<file path="src/spq_pkg.sv">
// ----------------------------------------------------------------------------
// spq_pkg: shared types and constants for the sorted priority queue
// Priority codes, status codes and operation codes used by the cells and top.
// ----------------------------------------------------------------------------
package spq_pkg;

    typedef logic [2:0] t_prio;

    localparam t_prio PRIO_MOST  = 3'd1;
    localparam t_prio PRIO_LEAST = 3'd5;
    localparam t_prio PRIO_EMPTY = 3'd6;

    typedef enum logic [1:0] {
        ST_OK    = 2'd0,
        ST_FULL  = 2'd1,
        ST_EMPTY = 2'd2
    } t_status;

    typedef enum logic {
        OP_ENQ = 1'b0,
        OP_DEQ = 1'b1
    } t_op;

    // Shared control broadcast to every cell in the chain.
    typedef struct packed {
        logic  enq;
        logic  deq;
        t_prio prio;
    } t_cell_ctl;

    function automatic t_prio clamp_prio(input logic [2:0] p);
        t_prio c;
        if (p < PRIO_MOST) begin
            c = PRIO_MOST;
        end else if (p > PRIO_LEAST) begin
            c = PRIO_LEAST;
        end else begin
            c = p;
        end
        return c;
    endfunction

endpackage

</file>
<file path="src/spq_cell.sv">
// ----------------------------------------------------------------------------
// spq_cell: one slot of the sorted queue
// Holds a priority and payload; on enqueue it keeps, takes the new word or
// takes its left neighbor; on dequeue it takes its right neighbor.
// ----------------------------------------------------------------------------
module spq_cell #(
    parameter int PAYLOAD_WIDTH = 64
) (
    input  logic                     i_clk,
    input  logic                     i_rst_n,
    input  spq_pkg::t_cell_ctl       i_ctl,
    input  logic [PAYLOAD_WIDTH-1:0] i_new_payload,
    input  spq_pkg::t_prio           i_left_prio,
    input  logic [PAYLOAD_WIDTH-1:0] i_left_payload,
    input  spq_pkg::t_prio           i_right_prio,
    input  logic [PAYLOAD_WIDTH-1:0] i_right_payload,
    output spq_pkg::t_prio           o_prio,
    output logic [PAYLOAD_WIDTH-1:0] o_payload
);
    import spq_pkg::*;

    t_prio                    r_prio;
    t_prio                    n_prio;
    logic [PAYLOAD_WIDTH-1:0] r_payload;
    logic [PAYLOAD_WIDTH-1:0] n_payload;

    always_comb begin
        n_prio    = r_prio;
        n_payload = r_payload;
        if (i_ctl.enq) begin
            // queue is sorted, so the first cell less urgent than the new
            // entry takes it and every later cell shifts back by one
            if (r_prio > i_ctl.prio) begin
                if (i_left_prio <= i_ctl.prio) begin
                    n_prio    = i_ctl.prio;
                    n_payload = i_new_payload;
                end else begin
                    n_prio    = i_left_prio;
                    n_payload = i_left_payload;
                end
            end
        end else if (i_ctl.deq) begin
            n_prio    = i_right_prio;
            n_payload = i_right_payload;
        end
    end

    always_ff @(posedge i_clk) begin
        if (!i_rst_n) begin
            r_prio <= PRIO_EMPTY;
        end else begin
            r_prio <= n_prio;
        end
    end

    always_ff @(posedge i_clk) begin
        r_payload <= n_payload;
    end

    assign o_prio    = r_prio;
    assign o_payload = r_payload;

endmodule

</file>
<file path="src/sorted_priority_queue.sv">
// ----------------------------------------------------------------------------
// sorted_priority_queue: shift-register priority queue
// The result word is registered when the input word is taken.
// One op per cycle unless stalled; every cell compares and shifts at once.
// Reset (synchronous, active low): all slots empty, count zero, no result held.
// ----------------------------------------------------------------------------
module sorted_priority_queue #(
    parameter int DEPTH         = 16,
    parameter int PAYLOAD_WIDTH = 64
) (
    input  logic                         i_clk,
    input  logic                         i_rst_n,
    input  logic                         i_in_valid,
    output logic                         o_in_stall,
    input  logic                         i_operation,
    input  logic [2:0]                   i_priority_req,
    input  logic [PAYLOAD_WIDTH-1:0]     i_payload,
    output logic                         o_out_valid,
    input  logic                         i_out_stall,
    output logic [1:0]                   o_status,
    output logic [PAYLOAD_WIDTH-1:0]     o_payload_out,
    output logic [$clog2(DEPTH+1)-1:0]   o_count
);
    import spq_pkg::*;

    localparam int CW = $clog2(DEPTH + 1);

    t_prio                    w_prio    [DEPTH];
    logic [PAYLOAD_WIDTH-1:0] w_payload [DEPTH];
    t_cell_ctl                w_ctl;

    logic                     r_out_valid;
    t_status                  r_status;
    logic [PAYLOAD_WIDTH-1:0] r_payload_out;
    logic [CW-1:0]            r_count;
    logic [CW-1:0]            n_count;
    t_status                  n_status;
    logic [PAYLOAD_WIDTH-1:0] n_payload_out;

    logic w_accept;
    logic w_full;
    logic w_empty;

    assign o_in_stall = r_out_valid && i_out_stall;
    assign w_accept   = i_in_valid && !o_in_stall;
    assign w_full     = (r_count == CW'(DEPTH));
    assign w_empty    = (r_count == '0);

    always_comb begin
        w_ctl.enq     = 1'b0;
        w_ctl.deq     = 1'b0;
        w_ctl.prio    = clamp_prio(i_priority_req);
        n_count       = r_count;
        n_status      = ST_OK;
        n_payload_out = '0;
        if (t_op'(i_operation) == OP_ENQ) begin
            if (w_full) begin
                n_status = ST_FULL;
            end else begin
                w_ctl.enq = w_accept;
                n_count   = r_count + 1'b1;
            end
        end else begin
            if (w_empty) begin
                n_status = ST_EMPTY;
            end else begin
                w_ctl.deq     = w_accept;
                n_count       = r_count - 1'b1;
                n_payload_out = w_payload[0];
            end
        end
    end

    // edges of the chain: a most urgent phantom on the left, empty on the right
    for (genvar k = 0; k < DEPTH; k++) begin : g_cell
        t_prio                    w_lp;
        logic [PAYLOAD_WIDTH-1:0] w_lpay;
        t_prio                    w_rp;
        logic [PAYLOAD_WIDTH-1:0] w_rpay;

        if (k == 0) begin : g_head
            assign w_lp   = PRIO_MOST;
            assign w_lpay = '0;
        end else begin : g_mid_l
            assign w_lp   = w_prio[k-1];
            assign w_lpay = w_payload[k-1];
        end

        if (k == DEPTH - 1) begin : g_tail
            assign w_rp   = PRIO_EMPTY;
            assign w_rpay = '0;
        end else begin : g_mid_r
            assign w_rp   = w_prio[k+1];
            assign w_rpay = w_payload[k+1];
        end

        spq_cell #(
            .PAYLOAD_WIDTH(PAYLOAD_WIDTH)
        ) u_cell (
            .i_clk          (i_clk),
            .i_rst_n        (i_rst_n),
            .i_ctl          (w_ctl),
            .i_new_payload  (i_payload),
            .i_left_prio    (w_lp),
            .i_left_payload (w_lpay),
            .i_right_prio   (w_rp),
            .i_right_payload(w_rpay),
            .o_prio         (w_prio[k]),
            .o_payload      (w_payload[k])
        );
    end

    always_ff @(posedge i_clk) begin
        if (!i_rst_n) begin
            r_out_valid <= 1'b0;
            r_count     <= '0;
        end else begin
            if (w_accept) begin
                r_out_valid <= 1'b1;
                r_count     <= n_count;
            end else if (!i_out_stall) begin
                r_out_valid <= 1'b0;
            end
        end
    end

    always_ff @(posedge i_clk) begin
        if (w_accept) begin
            r_status      <= n_status;
            r_payload_out <= n_payload_out;
        end
    end

    assign o_out_valid   = r_out_valid;
    assign o_status      = r_status;
    assign o_payload_out = r_payload_out;
    assign o_count       = r_count;

endmodule
</file>
<file path="config.mk">
export PLATFORM = sky130hd
export DESIGN_NAME = sorted_priority_queue
export DESIGN_NICKNAME = d
export VERILOG_FILES = /design/src/spq_pkg.sv /design/src/spq_cell.sv /design/src/sorted_priority_queue.sv
export SDC_FILE = /design/constraint.sdc
export NUM_CORES = 2
export LEC_CHECK = 0
export BUFFER_PORTS_ARGS = -buffer_cell sky130_fd_sc_hd__buf_2
export CORE_UTILIZATION = 40
export DETAILED_ROUTE_END_ITERATION = 12
export HOLD_SLACK_MARGIN = 0.05
export PLACE_DENSITY_LB_ADDON = 0.2
export SLEW_MARGIN = 20
export SYNTH_ARGS = -nofsm -noshare
export SYNTH_HDL_FRONTEND = slang
export SYNTH_SLANG_ARGS = --single-unit
</file>
<file path="constraint.sdc">
create_clock -name i_clk -period 8.83 [get_ports i_clk]
set_input_delay 0 -clock i_clk [delete_from_list [all_inputs] [get_ports i_clk]]
set_output_delay 0 -clock i_clk [all_outputs]
set_load 0.03 [all_outputs]
</file>
== Word-level counts from Yosys, hierarchy flattened ==
Cells that the tools add are included.
Widths: inputs -> output; s select.
Storage, ports and cells
  logic and storage cells: 258
  output and inout port bits: 73
  flip-flop bits (word level): 1144
  bits of input ports: 72
Cells by class
  eq/ne operators: 20
  $add $sub $neg: 2
  reduce and logical (&&, ||, !) cells: 23
  $lt $le $gt $ge: 34
  bitwise operators: 1
  multiplexer cells: 142
Operators by type and width (count)
  $mux 64: 64
  $mux 3: 66
  $gt 3x3->1: 16
  $le 3x3->1: 15
  $ne 2x1->1 const B: 16
  $reduce_and 2->1: 16
  $mux 5: 3
  $mux 1: 7
  $ne 2x2->1 const B: 3
  $add 5x1->5 const B: 1
  $eq 5x5->1 const B: 1
  $logic_not 5->1: 1
  $sub 5x1->5 const B: 1
  $mux 2: 2
  $gt 3x3->1 const B: 1
  $le 1x3->1 const A: 1
  $lt 3x1->1 const B: 1
  $reduce_and 3->1: 1
  $logic_and 1x1->1: 2
  $reduce_bool 2->1: 1
  $reduce_or 2->1: 1
  $logic_not 1->1: 1
  $not 1->1: 1

== Depth between registers and ports, before layout ==
  word-level depth: 7
  mapped depth: 14
  mapped depth without buffers: 9

== Cells and area by module ==
From an unflattened synthesis, not the netlist that was laid out.
Unflattened totals
  cells, all modules: 5280
  area, all modules: 60216.5 um^2
Modules (own cells, without submodules)
  spq_cell: times used 16, cells an instance 318, area each 3583.4 um^2, seq. area each 1981.9 um^2
  sorted_priority_queue: times used 1, cells an instance 192, area each 2881.5 um^2, seq. area each 2102.0 um^2

== Least setup slack after synthesis ==
No wires, ideal clock.
  path kind: reg2reg
  start point: register r_out_valid, in the netlist o_out_valid
  end point: register g_cell[12].u_cell.r_payload[0] (enable)
  data required time: 8.412 ns
  library setup time: 0.418 ns
  stages on the path, launching flop included: 8
  period minus slack after synthesis: 4.377 ns
  buffers on the path: 2
  setup slack: 4.453 ns
  arrival time: 3.959 ns
  cells stage by stage: dfxtp_1 > a21bo_2 > inv_1 > and2_4 > buf_6 > buf_6 > a21oi_1 > inv_1
Between the ends
  word-level cells in the longest chain between the ends: 7
  elaborated cells on any way between the ends: 10
  classes of those cells: eq/ne (1); mux (4); reduce/logical (5)
Ends and longest elaborated chain
  from (decl): RTL line sorted_priority_queue.sv:32  | logic r_out_valid;
  from (signal assigned): RTL line sorted_priority_queue.sv:115  | r_out_valid <= 1'b0;
  from (signal assigned): RTL line sorted_priority_queue.sv:119  | r_out_valid <= 1'b1;
  from (signal assigned): RTL line sorted_priority_queue.sv:122  | r_out_valid <= 1'b0;
  $logic_and 1x1->1 *: RTL line sorted_priority_queue.sv:44  | assign o_in_stall = r_out_valid && i_out_stall;
  $logic_not 1->1 *: RTL line sorted_priority_queue.sv:45  | assign w_accept = i_in_valid && !o_in_stall;
  $logic_and 1x1->1 *: RTL line sorted_priority_queue.sv:45
  via w_accept: RTL line sorted_priority_queue.sv:40  | logic w_accept;
  $mux 1, on equally long branches: RTL line sorted_priority_queue.sv:57, sorted_priority_queue.sv:64
  $mux 1: RTL line sorted_priority_queue.sv:56  | if (t_op'(i_operation) == OP_ENQ) begin
  $ne 2x1->1 (no source line) or $reduce_bool 2->1 (tied branches)
  $reduce_and 2->1 (no source line) *
  to (signal assigned): RTL line spq_cell.sv:57  | r_payload <= n_payload;
  to (decl): RTL line spq_cell.sv:24  | logic [PAYLOAD_WIDTH-1:0] r_payload;
The timed path passes the listed nets; every way through them passes the cells marked *.
A chain may end at the register's enable or synchronous reset.

== Final worst setup path ==
  start point: input i_priority_req[2]
  end point: register g_cell[10].u_cell.r_payload[31] (enable)
Between the ends
  word-level cells in the longest chain between the ends: 6
  elaborated cells on any way between the ends: 7
  classes of those cells: order compare (3); eq/ne (1); mux (2); reduce/logical (1)
Ends and longest elaborated chain
  from (decl): RTL line sorted_priority_queue.sv:16  | input logic [2:0] i_priority_req,
  $gt 3x3->1: RTL line spq_pkg.sv:35  | end else if (p > PRIO_LEAST) begin
  $mux 3: RTL line spq_pkg.sv:35
  $mux 3 *: RTL line spq_pkg.sv:33  | if (p < PRIO_MOST) begin
  $gt 3x3->1 *: RTL line spq_cell.sv:33  | if (r_prio > i_ctl.prio) begin
  $ne 2x1->1 (no source line) *
  $reduce_and 2->1 (no source line) *
  to (signal assigned): RTL line spq_cell.sv:57
  to (decl): RTL line spq_cell.sv:24
Mark *: on every way between the ends. The rest lies on a longest branch, timed or not.

==> summary.txt <==
Crit path depth -> 12
Commonest non-fill, non-tap cell in the layout -> nand2_1
Worst Reg-to-Reg Cells -> 7
Post-route design area -> 0.0633 mm²
Vias per cell -> 5.65
Chip Width -> 380 µm
Hold Path Class -> primary input to register
PortBufs -> 144
Drt pass-1 iters -> 6
Synthesized net count -> 6182
Psw -> 6360 µW
Maximum clock insertion buffer count -> 3
RePlAce Congestion -> 0.803
Final Cycle Share -> 53.2%
Crit path top cell by count -> buf_4
First-pass GRT wire length -> 259000 µm
Synth-to-Final Area Change -> 11.0%
Remaining antenna violation count after routing -> 0
Largest net degree at the start of global routing -> 234
Startpoint types -> primary input
CP Launch Point -> i_priority_req[2]
Switching share of power -> 35.4%
DR WL met2 -> 75500 µm
Crit-path max FO -> 68
CP required -> 9.22 ns
Yosys Warn Count -> 0
# IOs -> 145
DR DRC count -> 0
Layout cells sized above 1 -> 7.03%
Number of global-route vias before repair -> 42700
Setup TNS Final -> 0 ns
Clk sinks -> 1144
Worst path top cell family by delay -> buffers and inverters
Clock Skew -> 0.0298 ns
Most frequent cells in the layout -> nand2_1, edfxtp_1, nor2_1
Initial drt markers -> 5140
Worst r2r src -> o_out_valid
Critical Path, Cell by Cell -> dlygate4sd3_1, buf_2, nand2b_1, buf_4, a21o_1, buf_4, ha_1, a31oi_1, and2_4, a21oi_1, clkinv_2, buf_4
Outcome -> finished clean
Top_reg_cell synth -> edfxtp_1
Seq/Total Area, Yosys -> 59.3%
Placeable Area -> 0.142 mm²
WP buf/inv -> 6
WP data arrival -> 5.08 ns
Reg clk slew, reported paths -> 0.06 ns
Wire per inst -> 21.2 µm
Final Max Slew Viols -> 0
Initial antenna violation count -> 2
Netlist cell types -> 52
Ys async rst share -> 0%
Comb pwr share -> 27.2%
Lkg Pwr -> 0.0234 µW
Post-synth EDFFs -> 1090
WL met3 -> 12300 µm
Final HPWL DP -> 91300 µm
Initial cell density of the core -> 40.3%
Gr ovfl total -> 0
Worst setup path category -> primary input to register
PostCTS Resize Cnt -> 0
Clk root buf -> clkbuf_16
Total die area -> 0.144 mm²
Slew @ Worst Pin -> 1.17 ns
CTS tree -> built
Capturing point of the worst reg2reg path -> g_cell[4].u_cell.o_payload[41]
FP Rows -> 138
Final WL -> 168000 µm
Pwr dens -> 284 mW/mm²
Design Power -> 18000 µW
DR top layer -> met4
Setup-failing EPs final -> 0
Clock share of power -> 29.1%
CP endpoint kind -> register
CTS H-tree depth -> 4
Vias post-DR -> 44700
F_max -> 213 MHz
Flops & latches, synth -> 1144
TritonCTS Buffers -> 132
Crit-path max cell delay -> 1.00 ns
Die H -> 380 µm
R2r setup slk -> 4.31 ns
Mapped Area -> 0.0571 mm²
RSZ-0062 raised after global routing -> false
Final Hold Fails -> 0
Syn_area_per_cell -> 9.42 µm²
Int Pwr -> 11600 µW
Metal-1 WL -> 76600 µm
Slew margin rel. -> 22.3%
Period minus WS final -> 4.70 ns
Critical-path top delay cell -> and2_4
CP endpoint -> g_cell[10].u_cell.o_payload[31]
Max Cap Viol -> 0
Skew-Pair Late Insertion Delay -> 0.78 ns
GR Util All Layers -> 22.7%
Sequential power share -> 43.6%
Nets -> 6049
Cells after Synth -> 6058
Placed standard-cell area -> 0.0586 mm²
Max VDD drop -> 0.000236 V
[final cells by class]
type / instances / area [µm²]
well taps: 1890 / 2360
multi-input cells: 4327 / 21000
clock buffers: 170 / 3550
fillers: 13500 / 78200
inverters: 51 / 213
flip-flops and latches: 1144 / 33800
repair buffers: 269 / 1950
clock inverters: 68 / 453
diodes: 1 / 2.50
[registers in the layout (all words and copies together) (netlist names)]
name / flops
g_cell.u_cell.o_payload: 1024
g_cell.u_cell.o_prio: 48
o_count: 5
o_out_valid: 1
o_payload_out: 64
o_status: 2
[power by group through the flow]
| stage | clock (µW) | sequential [µW] | combinational [µW] |
|---|---|---|---|
| detailed placement | 0 | 7930 | 4830 |
| CTS | 5340 | 7830 | 4860 |
| floorplan | 0 | 7840 | 3200 |
| finish | 5230 | 7830 | 4890 |
| global route | 5520 | 7930 | 5360 |
| global placement | 0 | 7920 | 4710 |
[worst min-delay path: stages]
cell	delay, ns
buf_2	0.10
a21o_1	0.14
buf_4	0.25
a21oi_1	0.16
a211o_1	0.11
a221oi_1	0.07
[repair_timing]
item,4_1_cts,5_1_grt
setup buffers,0,0
endpoints found under the hold margin,1075,0
hold buffers,72,0
[stage by stage]
stage	worst slack (ns)	utilization, %	instances	hold WS [ns]
finish	4.13	44.7	7920	0.137
CTS	4.20	44.7	7917	0.0689
global placement	4.01	41.4	7607	0.218
floorplan	4.45	-	6058	0.124
global route	3.87	44.7	7919	0.173
detailed placement	3.91	41.4	7607	0.233
[logic make-up (layout without fill, tap and decap cells)]
kind of cell               Yosys count  in the layout  synth area share (%)
other                                0              1                     0
AOI/OAI and AO/OA                 1204           1204                  13.2
muxes                              132            132                  2.32
and+or+nand+nor                   2935           2935                  19.8
xor gates and xnor gates             4              4                0.0614
buffers and inverters              587            558                  4.25
adders and majority gates           52             52                  1.15
DFF                               1144           1144                  59.3
[worst min path at each step]
stage	from	to	slack [ns]	cells past startpoint
2_1_floorplan	i_in_valid	o_out_valid	0.12	1
5_1_grt	i_priority_req[0]	g_cell[13].u_cell.o_prio[0]	0.17	6
3_5_place_dp	i_in_valid	o_out_valid	0.23	2
6_report	i_priority_req[0]	g_cell[9].u_cell.o_prio[0]	0.14	6
3_3_place_gp	i_in_valid	o_out_valid	0.22	2
4_1_cts	i_priority_req[0]	g_cell[2].u_cell.o_prio[0]	0.07	6
[routing by layer]
layer	vias to the layer above	GRT usage (%)
li1	21000	-
met1	21700	33.0
met2	1742	35.5
met3	210	3.14
met4	0	6.31
met5	-	0
[cells in the mapped netlist (all sizes together) (9+ instances only)]
library cell / instances / area [µm²]
nor3: 9 / 45.0
nor2: 826 / 3100
buf: 149 / 782
clkbuf: 387 / 1450
o311ai: 29 / 254
a31oi: 786 / 4920
a221oi: 11 / 96.3
a21oi: 126 / 649
and2: 79 / 497
dfxtp: 54 / 1080
edfxtp: 1090 / 32700
o21ai: 138 / 691
nand2: 2005 / 7530
a211o: 28 / 246
inv: 51 / 191
a211oi: 33 / 248
o211ai: 27 / 203
a32oi: 11 / 96.3
mux2i: 131 / 1310
ha: 51 / 638
(Power assumes the default switching activity.)
